==> config.mk <==
export PLATFORM = sky130hd
export DESIGN_NAME = pgn_dispatch_table_core
export DESIGN_NICKNAME = d
export VERILOG_FILES = /design/src/hdl/pgn_dt_pkg.sv /design/src/hdl/pgn_dispatch_table_core.sv
export SDC_FILE = /design/constraint.sdc
export NUM_CORES = 1
export LEC_CHECK = 0
export ABC_CLOCK_PERIOD_IN_PS = 6400
export BUFFER_PORTS_ARGS = -buffer_cell sky130_fd_sc_hd__buf_4
export CORE_MARGIN = 5
export CORE_UTILIZATION = 34
export DETAILED_ROUTE_END_ITERATION = 6
export PLACE_DENSITY = 0.57
export SYNTH_ARGS = -nofsm -noshare
export SYNTH_HDL_FRONTEND = slang
export SYNTH_SLANG_ARGS = --single-unit
==> constraint.sdc <==
create_clock -name clock -period 6.4 [get_ports clock]
set_clock_uncertainty 0.15 [all_clocks]
set_input_delay 0.32 -clock clock [delete_from_list [all_inputs] [get_ports clock]]
set_output_delay 0.32 -clock clock [all_outputs]
set_load 0.02 [all_outputs]
==> src/hdl/pgn_dt_pkg.sv <==
`timescale 1ns / 1ps

package pgn_dt_pkg;

   localparam int NUM_SLOTS = 8;
   localparam int SLOT_W    = (NUM_SLOTS > 1) ? $clog2(NUM_SLOTS) : 1;
   localparam int CNT_W     = $clog2(NUM_SLOTS + 1);
   localparam int MASK_W    = 8;
   localparam int PGN_W     = 18;
   localparam int ID_W      = 29;
   localparam int ADDR_W    = 8;

   localparam int REQ_DATA_W = 56;
   localparam int RSP_DATA_W = 56;

   localparam logic [7:0] PDU2_CUTOFF = 8'hF0;
   localparam logic [7:0] BROADCAST   = 8'hFF;
   localparam logic [7:0] SLOT_NONE   = 8'hFF;
   localparam int ID_EDP_BIT = 25;
   localparam int ID_DP_BIT  = 24;

   typedef enum logic [1:0] {
      MODE_RECEIVE    = 2'd0,
      MODE_REGISTER   = 2'd1,
      MODE_UNREGISTER = 2'd2,
      MODE_UNUSED     = 2'd3
   } mode_type;

   typedef enum logic [1:0] {
      STAT_OK       = 2'd0,
      STAT_FULL     = 2'd1,
      STAT_BAD_SLOT = 2'd2,
      STAT_FILTERED = 2'd3
   } status_type;

   typedef enum logic [1:0] {
      ST_IDLE,
      ST_SCAN,
      ST_DONE
   } state_type;

   typedef struct packed {
      logic [ADDR_W-1:0] slot_in;
      logic [PGN_W-1:0]  pgn_in;
      logic              is_extended;
      logic [ID_W-1:0]   can_id;
   } req_data_type;

   typedef struct packed {
      logic [ADDR_W-1:0] destination_address;
      logic [ADDR_W-1:0] source_address;
      logic [PGN_W-1:0]  frame_pgn;
      logic              unhandled;
      logic [MASK_W-1:0] hit_mask;
      logic [ADDR_W-1:0] slot_id;
      status_type        status;
   } rsp_data_type;

endpackage

==> src/hdl/pgn_dispatch_table_core.sv <==
`timescale 1ns / 1ps

// Channel   Direction  Payload (lowest bit first)
// req_      in         tuser: mode; tdata: can_id, is_extended, pgn_in, slot_in
// rsp_      out        tdata: status, slot_id, hit_mask, unhandled, frame_pgn,
//                             source_address, destination_address
//
// One request is worked at a time. A receive request walks the PGN memory at one
// slot read per cycle. A register request checks one used flag per cycle until it
// finds a free slot or reaches the last slot. Unregister, filtered frames and the
// unused mode go straight to the done state without a walk.
// Reset is synchronous and clears every used flag at once. A result waits in the
// output register while the next request is accepted and worked.
module pgn_dispatch_table_core (
   input  logic                                clock,
   input  logic                                reset,
   input  logic                                req_tvalid,
   output logic                                req_tready,
   input  logic [1:0]                          req_tuser,  // mode
   // can_id, is_extended, pgn_in, slot_in
   input  logic [pgn_dt_pkg::REQ_DATA_W-1:0]   req_tdata,
   output logic                                rsp_tvalid,
   input  logic                                rsp_tready,
   // status, slot_id, hit_mask, unhandled, frame_pgn, source_address,
   // destination_address, zero fill
   output logic [pgn_dt_pkg::RSP_DATA_W-1:0]   rsp_tdata
);

   localparam int N      = pgn_dt_pkg::NUM_SLOTS;
   localparam int SW     = pgn_dt_pkg::SLOT_W;
   localparam int CW     = pgn_dt_pkg::CNT_W;
   localparam int PW     = pgn_dt_pkg::PGN_W;
   localparam int RSP_W  = $bits(pgn_dt_pkg::rsp_data_type);

   pgn_dt_pkg::state_type    state_ff, state_in;
   pgn_dt_pkg::mode_type     mode_ff, mode_in;
   pgn_dt_pkg::req_data_type req_ff, req_in, req_now;
   pgn_dt_pkg::rsp_data_type rsp_now;

   logic [N-1:0]                   used_ff, used_in;
   logic [CW-1:0]                  idx_ff, idx_in;
   logic [SW-1:0]                  cmp_idx_ff, cmp_idx_in;
   logic                           cmp_vld_ff, cmp_vld_in;
   logic                           hit_any_ff, hit_any_in;
   logic [pgn_dt_pkg::MASK_W-1:0]  mask_ff, mask_in;
   logic                           found_ff, found_in;
   logic [SW-1:0]                  found_slot_ff, found_slot_in;
   logic                           rsp_valid_ff, rsp_valid_in;
   logic [RSP_W-1:0]               rsp_data_ff, rsp_data_in;

   logic [PW-1:0] pgn_mem [N];
   logic [PW-1:0] rd_data_ff;

   logic          accept;
   logic          load;
   logic          in_filtered;
   logic          mem_rd;
   logic          mem_wr;
   logic [SW-1:0] scan_slot;
   logic          slot_free;
   logic          scan_last;
   logic          scan_end;
   logic          cmp_hit;

   logic          frame_filtered;
   logic [7:0]    frame_pf;
   logic          frame_pdu1;
   logic [PW-1:0] frame_pgn;
   logic          unreg_ok;
   logic [SW-1:0] unreg_slot;

   assign req_now     = pgn_dt_pkg::req_data_type'(req_tdata);
   assign accept      = req_tvalid && req_tready;
   assign in_filtered = !req_now.is_extended || req_now.can_id[pgn_dt_pkg::ID_EDP_BIT];

   assign scan_slot = idx_ff[SW-1:0];
   assign slot_free = !used_ff[scan_slot];
   assign scan_last = (idx_ff == CW'(N - 1));
   assign scan_end  = (idx_ff == CW'(N));
   assign cmp_hit   = cmp_vld_ff && used_ff[cmp_idx_ff] && (rd_data_ff == frame_pgn);

   assign frame_filtered = !req_ff.is_extended || req_ff.can_id[pgn_dt_pkg::ID_EDP_BIT];
   assign frame_pf       = req_ff.can_id[23:16];
   assign frame_pdu1     = frame_pf < pgn_dt_pkg::PDU2_CUTOFF;
   assign frame_pgn      = {req_ff.can_id[pgn_dt_pkg::ID_EDP_BIT],
                            req_ff.can_id[pgn_dt_pkg::ID_DP_BIT], frame_pf,
                            frame_pdu1 ? 8'h00 : req_ff.can_id[15:8]};
   assign unreg_slot     = req_ff.slot_in[SW-1:0];
   assign unreg_ok       = (req_ff.slot_in < 8'(N)) && used_ff[unreg_slot];

   always_comb begin
      state_in = state_ff;
      case (state_ff)
         pgn_dt_pkg::ST_IDLE: begin
            if (accept) begin
               if ((pgn_dt_pkg::mode_type'(req_tuser) == pgn_dt_pkg::MODE_RECEIVE
                    && !in_filtered)
                   || pgn_dt_pkg::mode_type'(req_tuser) == pgn_dt_pkg::MODE_REGISTER) begin
                  state_in = pgn_dt_pkg::ST_SCAN;
               end else begin
                  state_in = pgn_dt_pkg::ST_DONE;
               end
            end
         end
         pgn_dt_pkg::ST_SCAN: begin
            if (mode_ff == pgn_dt_pkg::MODE_REGISTER) begin
               if (slot_free || scan_last) begin
                  state_in = pgn_dt_pkg::ST_DONE;
               end
            end else if (scan_end) begin
               state_in = pgn_dt_pkg::ST_DONE;
            end
         end
         pgn_dt_pkg::ST_DONE: begin
            if (load) begin
               state_in = pgn_dt_pkg::ST_IDLE;
            end
         end
         default: begin
            state_in = pgn_dt_pkg::ST_IDLE;
         end
      endcase
   end

   always_comb begin
      req_tready = 1'b0;
      load       = 1'b0;
      mem_rd     = 1'b0;
      mem_wr     = 1'b0;
      case (state_ff)
         pgn_dt_pkg::ST_IDLE: begin
            req_tready = 1'b1;
         end
         pgn_dt_pkg::ST_SCAN: begin
            if (mode_ff == pgn_dt_pkg::MODE_REGISTER) begin
               mem_wr = slot_free;
            end else begin
               mem_rd = !scan_end;
            end
         end
         pgn_dt_pkg::ST_DONE: begin
            load = !rsp_valid_ff || rsp_tready;
         end
         default: begin
            req_tready = 1'b0;
         end
      endcase
   end

   always_comb begin
      rsp_now        = '0;
      rsp_now.status = pgn_dt_pkg::STAT_OK;
      case (mode_ff)
         pgn_dt_pkg::MODE_RECEIVE: begin
            if (frame_filtered) begin
               rsp_now.status = pgn_dt_pkg::STAT_FILTERED;
            end else begin
               rsp_now.hit_mask            = mask_ff;
               rsp_now.unhandled           = !hit_any_ff;
               rsp_now.frame_pgn           = frame_pgn;
               rsp_now.source_address      = req_ff.can_id[7:0];
               rsp_now.destination_address = frame_pdu1 ? req_ff.can_id[15:8]
                                                        : pgn_dt_pkg::BROADCAST;
            end
         end
         pgn_dt_pkg::MODE_REGISTER: begin
            if (found_ff) begin
               rsp_now.slot_id = 8'(found_slot_ff);
            end else begin
               rsp_now.status  = pgn_dt_pkg::STAT_FULL;
               rsp_now.slot_id = pgn_dt_pkg::SLOT_NONE;
            end
         end
         pgn_dt_pkg::MODE_UNREGISTER: begin
            if (!unreg_ok) begin
               rsp_now.status = pgn_dt_pkg::STAT_BAD_SLOT;
            end
         end
         default: begin
            rsp_now = '0;
         end
      endcase
   end

   always_comb begin
      mode_in       = mode_ff;
      req_in        = req_ff;
      used_in       = used_ff;
      idx_in        = idx_ff;
      cmp_idx_in    = scan_slot;
      cmp_vld_in    = mem_rd;
      hit_any_in    = hit_any_ff;
      mask_in       = mask_ff;
      found_in      = found_ff;
      found_slot_in = found_slot_ff;
      rsp_valid_in  = rsp_valid_ff;
      rsp_data_in   = rsp_data_ff;

      if (accept) begin
         mode_in    = pgn_dt_pkg::mode_type'(req_tuser);
         req_in     = req_now;
         idx_in     = '0;
         hit_any_in = 1'b0;
         mask_in    = '0;
         found_in   = 1'b0;
      end

      if (state_ff == pgn_dt_pkg::ST_SCAN) begin
         idx_in = idx_ff + CW'(1);
         if (mem_wr) begin
            used_in[scan_slot] = 1'b1;
            found_in           = 1'b1;
            found_slot_in      = scan_slot;
         end
      end

      if (cmp_hit) begin
         hit_any_in = 1'b1;
         for (int j = 0; j < pgn_dt_pkg::MASK_W; j++) begin
            if (int'(cmp_idx_ff) == j) begin
               mask_in[j] = 1'b1;
            end
         end
      end

      if (rsp_tvalid && rsp_tready) begin
         rsp_valid_in = 1'b0;
      end
      if (load) begin
         rsp_valid_in = 1'b1;
         rsp_data_in  = rsp_now;
         if (mode_ff == pgn_dt_pkg::MODE_UNREGISTER && unreg_ok) begin
            used_in[unreg_slot] = 1'b0;
         end
      end
   end

   always_ff @(posedge clock) begin
      if (reset) begin
         state_ff     <= pgn_dt_pkg::ST_IDLE;
         used_ff      <= '0;
         cmp_vld_ff   <= 1'b0;
         rsp_valid_ff <= 1'b0;
      end else begin
         state_ff     <= state_in;
         used_ff      <= used_in;
         cmp_vld_ff   <= cmp_vld_in;
         rsp_valid_ff <= rsp_valid_in;
      end
   end

   always_ff @(posedge clock) begin
      mode_ff       <= mode_in;
      req_ff        <= req_in;
      idx_ff        <= idx_in;
      cmp_idx_ff    <= cmp_idx_in;
      hit_any_ff    <= hit_any_in;
      mask_ff       <= mask_in;
      found_ff      <= found_in;
      found_slot_ff <= found_slot_in;
      rsp_data_ff   <= rsp_data_in;
   end

   always_ff @(posedge clock) begin
      if (mem_wr) begin
         pgn_mem[scan_slot] <= req_ff.pgn_in;
      end
      if (mem_rd) begin
         rd_data_ff <= pgn_mem[scan_slot];
      end
   end

   assign rsp_tvalid = rsp_valid_ff;
   assign rsp_tdata  = pgn_dt_pkg::RSP_DATA_W'(rsp_data_ff);

`ifndef SYNTHESIS
   assert property (@(posedge clock) disable iff (reset)
      (state_ff == pgn_dt_pkg::ST_SCAN && mode_ff == pgn_dt_pkg::MODE_RECEIVE)
      |=> $stable(used_ff))
      else $error("Used flags changed during a receive walk.");

   assert property (@(posedge clock) disable iff (reset)
      (load && mode_ff == pgn_dt_pkg::MODE_REGISTER && found_ff)
      |=> used_ff[$past(found_slot_ff)])
      else $error("Registered slot is not marked used.");

   assert property (@(posedge clock) disable iff (reset)
      (rsp_valid_ff && rsp_data_ff[17:10] != 8'h00) |-> !rsp_data_ff[18])
      else $error("Frame with slot hits is reported as unhandled.");
`endif

endmodule

==> After elaboration in Yosys (flattened, before gate mapping) <==
Memory sizes are Yosys's and may differ from the RTL's. A register that Yosys moved wholly into a read port is not among the register bits.
Index checks and enable logic that the tools add are counted.
{ "classes": {"reduce_logical": 30, "addsub": 1, "n_eq_ne": 19, "n_lt_le_gt_ge": 7, "mux": 53, "bitwise_logic": 4} }
{ "op_table": {"columns": ["operator", "n"], "rows": [
  ["two-way mux 8 bit", 9],
  ["two-way mux 1 bit", 27],
  ["== test 18 bit", 1],
  ["two-way mux 2 bit", 8],
  ["== test 3 bit (second input constant)", 4],
  ["less-than comparator 3 x 4 -> 1 bit (second input constant)", 3],
  ["case mux 2 bit (3 select lines)", 2],
  ["binary-select mux 1 bit (select 3 bit)", 3],
  ["logical AND 1 bit", 9],
  ["bitwise AND 8 bit", 1],
  ["less-than comparator 8 x 4 -> 1 bit (second input constant)", 1],
  ["less-than comparator 8 bit (second input constant)", 1],
  ["two-way mux 4 bit", 2],
  ["NOT 8 bit", 1],
  ["OR 8 bit", 1],
  ["zero test 1 bit", 7],
  ["demux 1 bit (select 3 bit)", 2],
  ["== test 2 x 1 -> 1 bit (second input constant)", 3],
  ["== test 3 x 2 -> 1 bit (second input constant)", 2],
  ["greater-or-equal comparator 3 x 1 -> 1 bit (second input constant)", 2],
  ["zero test 2 bit", 3],
  ["!= test 3 bit (second input constant)", 2],
  ["logical OR 1 bit", 5],
  ["adder 4 x 1 -> 4 bit (second input constant)", 1],
  ["11 further kinds", 14]
]} }
{ "totals": {"inputBits": 62, "output_inout_bits": 58, "wordCells": 133, "ramBits": 144, "regBits": 140, "mem_count": 1} }
{ "memory_table": {"columns": ["name", "depth", "width", "rd", "rd_ports_with_merged_regs", "wr", "line_no", "text"], "rows": [
  ["pgn_mem", 8, 18, 1, 1, 1, "pgn_dispatch_table_core.sv:51", "logic [PW-1:0] pgn_mem [N];"]
]} }

==> Longest topological paths before layout <==
Gate-level depths: netlist of the first run.
{ "depth": {"word_depth": 10, "mapped_depth": 8, "depth_no_buf": 7} }

==> Worst setup path before layout of the first run <==
No wires, ideal clock.
{ "synth_path": {"path_kind": "reg2reg", "from": "register idx_ff[0]", "to": "memory pgn_mem[6][0] (netlist name) (enable)", "arrival_time_ps": 2827, "setup_ps": 416, "stages_incl_launch_ff": 7, "slack_ps": 3007, "required_ps": 5834, "path_buffers": 2, "path_cell_list": "edfxtp_1 > buf_6 > mux4_1 > mux2i_2 > buf_6 > nand2_1 > nor3_1"} }
{ "synth_between": {"elab_chain_len": 7} }
{ "synth_lines": {"columns": ["element", "line_no", "text"], "rows": [
  ["start, declared", "pgn_dispatch_table_core.sv:41", "logic [CW-1:0] idx_ff, idx_in;"],
  ["start signal, assigned", "pgn_dispatch_table_core.sv:255", "idx_ff <= idx_in;"],
  ["binary-select mux 1 bit (select 3 bit)", "pgn_dispatch_table_core.sv:77", "assign slot_free = !used_ff[scan_slot];"],
  ["two-way mux 1 bit (implied by the code)", "pgn_dispatch_table_core.sv:77", null],
  ["zero test 1 bit", "pgn_dispatch_table_core.sv:77", null],
  ["two-way mux 1 bit", "pgn_dispatch_table_core.sv:135", "if (mode_ff == pgn_dt_pkg::MODE_REGISTER) begin"],
  ["two-way mux 1 bit", "pgn_dispatch_table_core.sv:130", "case (state_ff)"],
  ["two-way mux 1 bit", "pgn_dispatch_table_core.sv:265", "if (mem_wr) begin"],
  ["two-way mux 1 bit (implied by the code)", "pgn_dispatch_table_core.sv:266", "pgn_mem[scan_slot] <= req_ff.pgn_in;"],
  ["end, declared", "pgn_dispatch_table_core.sv:51", null]
]} }
Parallel ways exist; a longest one is shown, timed or not. The select of a mux whose other input is x is not followed.

==> Final worst setup path of the first run <==
{ "layout_path": {"from": "register idx_ff[0]", "to": "memory pgn_mem[7][15] (netlist name) (enable)"} }
The elaborated chain is that of the path after synthesis.

==> results.cfg, run 1 <==
[status]
status = finished clean

[die]
rows = 66
io_pins = 120
fp.coreArea_um2 = 32400
start_util = 0.343
fp.dieW_um = 191
dieArea_um2 = 36400
die_h_um = 191

[cts]
htreeDepth = 1
post_cts_buffers = 0
cts-root-buf = clkbuf_16
cts_tree = done
clock_sinks = 298
cts_made_buffers = 31
clock_latency_ns = 0.55
cts_buffer_depth = 3
clk_pin_slew_ns = 0.06

[yosys]
synthTopCellsByArea = edfxtp_1 (74%), a22oi_1 (4.9%), dfxtp_1 (4.5%), and2_1 (1.5%), nand4_1 (1.2%)
async_reset_ff_frac = 0
synth_edf_count = 273
synth_top_flop_cell = edfxtp_1
syn-cell-area_um2 = 11100
yosysSeqAreaShare = 0.784
yosysTopAreaCell = edfxtp_1
synth_seq_cells = 298
avgSynthCellArea_um2 = 16.7
syn_inst = 663
netlist.area_leader.share = 0.739
ys_warn_count = 0
yosysUniqueCellTypes = 52

[route]
totalWireLength_um = 24100
ant_nets = 0
first_pass_iters = 5
drt_iter0_drc = 439
via_per_inst = 4.82
route.detailed.drc = 0
vias = 6280
wl_per_cell_um = 18.5

[layout]
fin_util = 0.433
layout-drive-gt1-share = 0.220
fin_nets = 901
regArea_um2 = 8700
antenna_cells = 0
multi_input_area_um2 = 2250
finalInstanceArea_um2 = 14000
fillers = 2900
syn2layout_area_growth_pct = 26.2

[timing]
setup_viol = 0
tightest_slew_ns = 1.16
hold_viol_final = 0
fmax_mhz = 262
rsz0062_at_grt = no
tns_ns = 0
max-slew-margin-rel = 0.221
slew_violations = 0
post-route-period-util = 0.596
period_needed_ns = 3.82
timing.final.ws_setup_ns = 2.58

[hold_path]
hp-class = primary input to flip-flop
hold_depth = 3

[global_route]
grt_pass1_vias = 6266
grt_antenna_before_repair = 0
busiest_layer = met2
use_met2 = 0.213
grtUsageMet1 = 0.182
grt_use_total = 0.129
grt_pass1_wl_um = 36800
grt_overflow = 0
grt_max_degree = 50
met3_usage = 0.0214

[power]
swShare = 0.250
p_per_area_nw_per_um2 = 342
clockPowerShare = 0.368
p_int_mw = 3.59
ir_drop_uv = 194
seqPwrFrac = 0.510
leakage_nw = 4.84
p_comb_frac = 0.123
p_sw_mw = 1.20

[critical_path]
start_kind = flip-flop
cp_max_fo = 18
r2r_slack_ns = 2.58
worstRegToRegCells = 4
end_kind = flip-flop
worst-setup-path-type = flip-flop to flip-flop
worstPathArrival_ns = 3.81
required_ns = 6.40

[place]
dpl_worst_slack_ns = 2.50
gp_congestion = 0.793
dpl-instance-area_um2 = 12400
hpwl_um = 14400
io_buffers = 113

[flow_run]
maxCapViolCount = 0
## routing by layer
layer / part of all wire / routed length (µm) / up-vias
met3: 0.056 / 1360 / 35
li1: - / - / 2955
met1: 0.45 / 10900 / 3102
met5: 0 / 0 / -
met2: 0.48 / 11400 / 188
met4: 0.015 / 370 / 0
## cell type report
cell class	count	area share
sequential	298	0.621
clock buffer	38	0.0572
multi-input combinational	315	0.160
clock inverter	18	0.0137
tap	442	0.0395
timing repair buffer	176	0.104
inverter	15	0.00402
## synth_stat cells, types with 2 or more instances
library cell / number
edfxtp_1: 273
a22oi_1: 72
nor2_1: 27
and2_1: 26
nand2_1: 26
dfxtp_1: 25
clkbuf_1: 24
nand4_1: 22
inv_1: 15
and3_1: 13
a31oi_1: 11
o21a_1: 11
xnor2_1: 11
nor3_1: 8
o31ai_1: 8
a21oi_1: 7
buf_4: 7
nand2b_1: 7
buf_2: 4
nor2b_1: 4
nor4bb_1: 4
xor2_1: 4
mux4_2: 3
nand3b_1: 3
o21ai_0: 3
o21bai_1: 3
o32ai_1: 3
a211oi_1: 2
a221oi_1: 2
and3_4: 2
and4_1: 2
buf_6: 2
ha_1: 2
mux2_2: 2
mux2i_1: 2
mux4_1: 2
nor3_2: 2
nor4_1: 2
o211ai_1: 2
or3_1: 2
or3b_2: 2
## placed cells by master (no fill, tap or decap), types with 14 or more instances in the layout
master / instances
clkbuf_16: 31
dfxtp_1: 25
edfxtp_1: 273
inv_1: 14
nor2_1: 25
buf_4: 119
nand2_1: 26
a22oi_1: 72
nand4_1: 22
dlygate4sd3_1: 57
and2_1: 26
## power groups by stage
stage,registers (mW),logic [mW],clock network (mW)
6_report,2.44,0.587,1.76
5_1_grt,2.46,0.633,1.89
4_1_cts,2.44,0.593,1.80
3_5_place_dp,2.48,0.564,0
3_3_place_gp,2.48,0.560,0
2_1_floorplan,2.48,0.307,0
## flip-flops by register name, indices dropped and copies added (netlist names), 2 cells and up
| register | flops |
|---|---|
| req_ff | 43 |
| mask_ff | 8 |
| found_slot_ff | 3 |
| state_ff | 2 |
| rsp_data_ff | 49 |
| pgn_mem | 144 |
| idx_ff | 4 |
| frame_pf | 8 |
| rd_data_ff | 18 |
| mode_ff | 2 |
| used_ff | 8 |
| cmp_idx_ff | 3 |
| frame_pgn | 2 |
## worst max-delay path: stages (launching register included)
cell and delay, ns:
edfxtp_1 0.76, mux4_1 0.65, mux2i_2 0.50, nand2_1 0.37, nor3_4 0.97
## per-stage QoR
step	power, mW	hold slack (ns)	cells
finish	4.79	0.0175	1302
global route	4.98	0.0226	1302
CTS	4.84	0.000631	1302
detailed placement	3.05	0.283	1189
global placement	3.04	0.282	1189
floorplan	2.78	0.236	666
## final timing paths
kind	startpoint	to
hold / removal	req_tvalid	state_ff[0]
setup reg to reg	idx_ff[0]	pgn_mem[7][15]
setup / recovery	idx_ff[0]	pgn_mem[7][15]
hold reg to reg	mask_ff[6]	mask_ff[6]
## what timing repair did
item | in CTS | in global routing
hold endpoints to repair | 67 | 0
hold buffers | 57 | 0
resized for setup | 0 | 0
## kinds of logic after synthesis
family,synth area share
flip-flops,0.784
AND/OR/NAND/NOR,0.0786
AO/OA/AOI/OAI,0.0854
buffers and inverters,0.0221
XOR/XNOR,0.0118
multiplexers,0.0159
adder cells (fa/ha/maj),0.00225
other,0.000338
Power figures use the tool's default switching activity.
==> run 2: changes to the inputs <==
Settings changed: ABC_CLOCK_PERIOD_IN_PS 6400 to 3100, PLACE_DENSITY 0.57 to 0.59.
Clock period 6.4 ns to 3.1 ns, I/O delays scaled along.
==> results.cfg, run 2 (synthesized netlist as in run 1, its figures left out) <==
[status]
status = finished clean

[die]
fp.coreArea_um2 = 32400
io_pins = 120
rows = 66
fp.dieW_um = 191
die_h_um = 191
start_util = 0.343
dieArea_um2 = 36400

[layout]
final_cell_mix = edfxtp_1 (273), buf_4 (140), a22oi_1 (72)
finalInstanceArea_um2 = 14200
fin_nets = 922
fin_util = 0.437
largest_reg_flops = 144
reg_top3 = pgn_mem x144, rsp_data_ff x49, req_ff x43
syn2layout_area_growth_pct = 27.5
layout-drive-gt1-share = 0.234
final_common_cell = edfxtp_1
largest_register = pgn_mem
antenna_cells = 0
fillers = 2903

[timing]
fmax_mhz = 415
slew_violations = 0
fin_hold_ws_ns = 0.179
timing.final.ws_setup_ns = 0.693
setup_viol = 0
tns_ns = 0
post-route-period-util = 0.776
rsz0062_at_grt = no
period_needed_ns = 2.41
max-slew-margin-rel = 0.567
tightest_slew_ns = 0.649
hold_viol_final = 0

[hold_path]
hp-class = primary input to flip-flop

[critical_path]
cp_max_fo = 18
crit_buf_inv = 1
cpMaxStageDelayCell = mux4_1
critPathTopFamily = multiplexers
start_kind = flip-flop
end_kind = flip-flop
max_stage_delay_ns = 0.59
worst-setup-path-type = flip-flop to flip-flop
path_cells = mux4_1 > mux2i_2 > nand2_1 > nor3_2 > buf_4
worstPathArrival_ns = 2.47
required_ns = 3.16

[power]
leakage_nw = 4.94
p_per_area_nw_per_um2 = 705
ir_drop_uv = 444

[place]
hpwl_um = 15100
io_buffers = 113
dpl_worst_slack_ns = 0.673
dpl-instance-area_um2 = 12600
gp_congestion = 0.765

[flow_run]
maxCapViolCount = 0

[route]
route.detailed.drc = 0
vias = 6257
ant_nets = 0
totalWireLength_um = 24000
drt_iter0_drc = 456
via_per_inst = 4.73
wl_per_cell_um = 18.1
first_pass_iters = 5

[cts]
cts_tree = done
htreeDepth = 1
clock_latency_ns = 0.54
clk_pin_slew_ns = 0.06
cts_buffer_depth = 3
cts-root-buf = clkbuf_16
cts_made_buffers = 30
clock_sinks = 298
post_cts_buffers = 0

[global_route]
grt_pass1_wl_um = 37000
grt_overflow = 0
grt_pass1_vias = 6280
grt_use_total = 0.130
grt_antenna_before_repair = 0
grt_max_degree = 50
-- run 2: cell types whose count changed in the layout (fill, tap and decap cells not counted), sizes merged --
cell	before	now
bufinv	4	5
clkinvlp	3	2
buf	119	140
dlygate4sd3	57	58
clkbuf	38	40
inv	15	16
clkinv	11	8
-- run 2: final timing paths --
kind / slack (ns) / depth (start not counted) / from / endpoint
worst max register to register: 0.69 / 5 / idx_ff[0] / pgn_mem[7][9]
worst min-delay path: 0.18 / 2 / req_tdata[48] / req_ff[48]
worst min register to register: 0.30 / 2 / mask_ff[1] / mask_ff[1]
worst max-delay path: 0.69 / 5 / idx_ff[0] / pgn_mem[7][9]
-- run 2: worst register-to-register path: stages (launching register included) --
cell and delay [ns]:
edfxtp_1 0.43, mux4_1 0.59, mux2i_2 0.18, nand2_1 0.20, nor3_2 0.17, buf_4 0.34
-- run 2: stage by stage --
stage          power, mW  cells
3_3_place_gp        6.29   1210
5_1_grt             10.4   1324
3_5_place_dp        6.31   1210
6_report            9.98   1324
4_1_cts             10.1   1324
2_1_floorplan       5.74    666
-- run 2: final cells by class --
type	instances	area, µm²	share of cell area
multi-input combinational	315	2200	0.155
sequential	298	8700	0.614
tap	442	553	0.0391
clock inverter	16	210	0.0148
clock buffer	40	810	0.0572
timing repair buffer	198	1630	0.115
inverter	15	56.3	0.00398
-- run 2: what timing repair did --
item,CTS,global route
gates resized for setup,0,0
hold endpoints to repair,67,0
hold buffers,58,0
-- run 2: layer usage --
metal | part of all wire | wire length (µm) | up-vias | track usage
li1 | - | - | 3002 | -
met1 | 0.46 | 11100 | 3070 | 0.184
met2 | 0.47 | 11300 | 152 | 0.214
met3 | 0.051 | 1220 | 33 | 0.0205
met4 | 0.017 | 397 | 0 | 0.0287
met5 | 0 | 0 | - | 0
-- run 2: power by group --
group / switching, mW / internal [mW]
Clock: 1.46 / 2.25
Combinational: 0.745 / 0.497
Sequential: 0.230 / 4.79
Total: 2.44 / 7.54
==> run 3: changes to the inputs <==
Settings changed: ABC_CLOCK_PERIOD_IN_PS 3100 to 2100.
Clock period 3.1 ns to 2.1 ns, I/O delays scaled along.
==> results.cfg, run 3 (synthesized netlist as in run 1, its figures left out) <==
[cts]
cts_buffer_depth = 3
clock_sinks = 298
cts_made_buffers = 30
htreeDepth = 1
cts-root-buf = clkbuf_16
cts_tree = done
clk_pin_slew_ns = 0.06
clock_latency_ns = 0.55

[route]
totalWireLength_um = 24900
vias = 6597
drt_iter0_drc = 486
ant_nets = 0
via_per_inst = 4.79
route.detailed.drc = 0
first_pass_iters = 4
wl_per_cell_um = 18.1

[place]
dpl_worst_slack_ns = -0.185
io_buffers = 113
gp_congestion = 0.783
hpwl_um = 16200
place_inst = 1250

[hold_path]
min_from = req_tdata[32]
hp-class = primary input to flip-flop
whs_endpoint = req_ff[32]
hold_depth = 2

[global_route]
grt_overflow = 0
grt_antenna_before_repair = 0
grt_use_total = 0.133
grt_pass1_vias = 6644
grt_pass1_wl_um = 38000
grt_max_degree = 50

[critical_path]
required_ns = 2.23
worstPathArrival_ns = 2.41
r2r_slack_ns = -0.19
end_kind = flip-flop
rr_startpoint = idx_ff[0]
worstRegToRegCells = 7
start_kind = flip-flop
worst-setup-path-type = flip-flop to flip-flop
r2r-end = pgn_mem[5][13]
cp_max_fo = 5

[timing]
fin_hold_ws_ns = 0.114
setup_viol = 146
period_needed_ns = 2.29
hold_viol_final = 0
post-route-period-util = 1.09
rsz0062_at_grt = yes
timing.final.ws_setup_ns = -0.188
slew_violations = 0
fmax_mhz = 437

[layout]
largest_register = pgn_mem
syn2layout_area_growth_pct = 33.8
largest_reg_flops = 144
final_common_cell = edfxtp_1
reg_top3 = pgn_mem x144, rsp_data_ff x49, req_ff x43
final_cell_mix = edfxtp_1 (273), buf_4 (168), a22oi_1 (72)
final_cells = 1376
fin_nets = 975
antenna_cells = 0
layout-drive-gt1-share = 0.294

[die]
fp.dieW_um = 191
io_pins = 120
start_util = 0.343
rows = 66
dieArea_um2 = 36400
fp.coreArea_um2 = 32400
die_h_um = 191

[power]
p_int_mw = 11.0
ir_drop_uv = 653
p_per_area_nw_per_um2 = 990
p_sw_mw = 3.71
p_comb_frac = 0.145
seqPwrFrac = 0.500
leakage_nw = 5.26
report.power.total_mw = 14.7
clockPowerShare = 0.356
swShare = 0.252

[status]
status = finished with violations
violations = setup timing

[flow_run]
maxCapViolCount = 0
==> run 3: cell types whose count changed in the layout (fill, tap and decap cells not counted), sizes merged <==
cell	before	now
bufinv	5	3
buf	140	189
inv	16	15
clkinv	8	13
dlygate4sd3	58	59
==> run 3: critical path: stages, from the launching register on <==
cell and delay (ns):
edfxtp_1 0.42, mux4_2 0.53, mux2i_2 0.20, buf_6 0.16, nand2_8 0.07, nor3_4 0.20, buf_12 0.16, clkbuf_16 0.14
==> run 3: timing repair <==
| item | in CTS | in global routing |
|---|---|---|
| gates resized for setup | 5 | 12 |
| hold buffers | 59 | 0 |
| endpoints found under the hold margin | 77 | 0 |
| pin swaps | 1 | 9 |
| setup endpoints to repair | 149 | 198 |
| gates cloned | 1 | 4 |
| buffers inserted | 5 | 5 |
==> run 3: stage by stage <==
stage	setup TNS, ns	cell area (µm²)	utilization
floorplan	-38.06	11200	-
global placement	-10.71	13100	0.404
detailed placement	-13.53	13100	0.404
CTS	-12.43	14700	0.454
global route	-29.34	14900	0.459
finish	-13.56	14900	0.459
==> run 3: worst max-delay path by stage <==
| stage | startpoint | endpoint | slack, ns | depth (start not counted) |
|---|---|---|---|---|
| global placement | idx_ff[0] | pgn_mem[5][8] | -0.16 | 6 |
| finish | idx_ff[0] | pgn_mem[5][13] | -0.19 | 7 |
| detailed placement | idx_ff[0] | pgn_mem[5][12] | -0.18 | 6 |
| global route | idx_ff[0] | pgn_mem[5][17] | -0.28 | 7 |
| floorplan | idx_ff[0] | pgn_mem[5][0] | -0.48 | 6 |
| CTS | idx_ff[0] | pgn_mem[5][17] | -0.18 | 6 |
==> run 3: routing by layer <==
layer  routed length [µm]  track usage  vias up  share of wire
met2                11700        0.218      182           0.47
met4                  442       0.0315        0          0.018
met5                    0            0        -              0
met3                 1310       0.0212       37          0.052
li1                     -            -     3106              -
met1                11400        0.189     3272           0.46
==> run 3: layout make-up <==
class,instances,area [µm²]
sequential,298,8700
inverter,15,68.8
clock inverter,18,183
fill,2824,17500
clock buffer,37,787
timing repair buffer,251,2290
tap,442,553
multi-input combinational,315,2280
==> run 3: power by group through the flow <==
stage / logic (mW) / clock network, mW / registers [mW]
finish: 2.13 / 5.23 / 7.35
detailed placement: 2.02 / 0 / 7.48
floorplan: 0.979 / 0 / 7.54
CTS: 2.13 / 5.38 / 7.35
global placement: 2.01 / 0 / 7.46
global route: 2.30 / 5.63 / 7.40
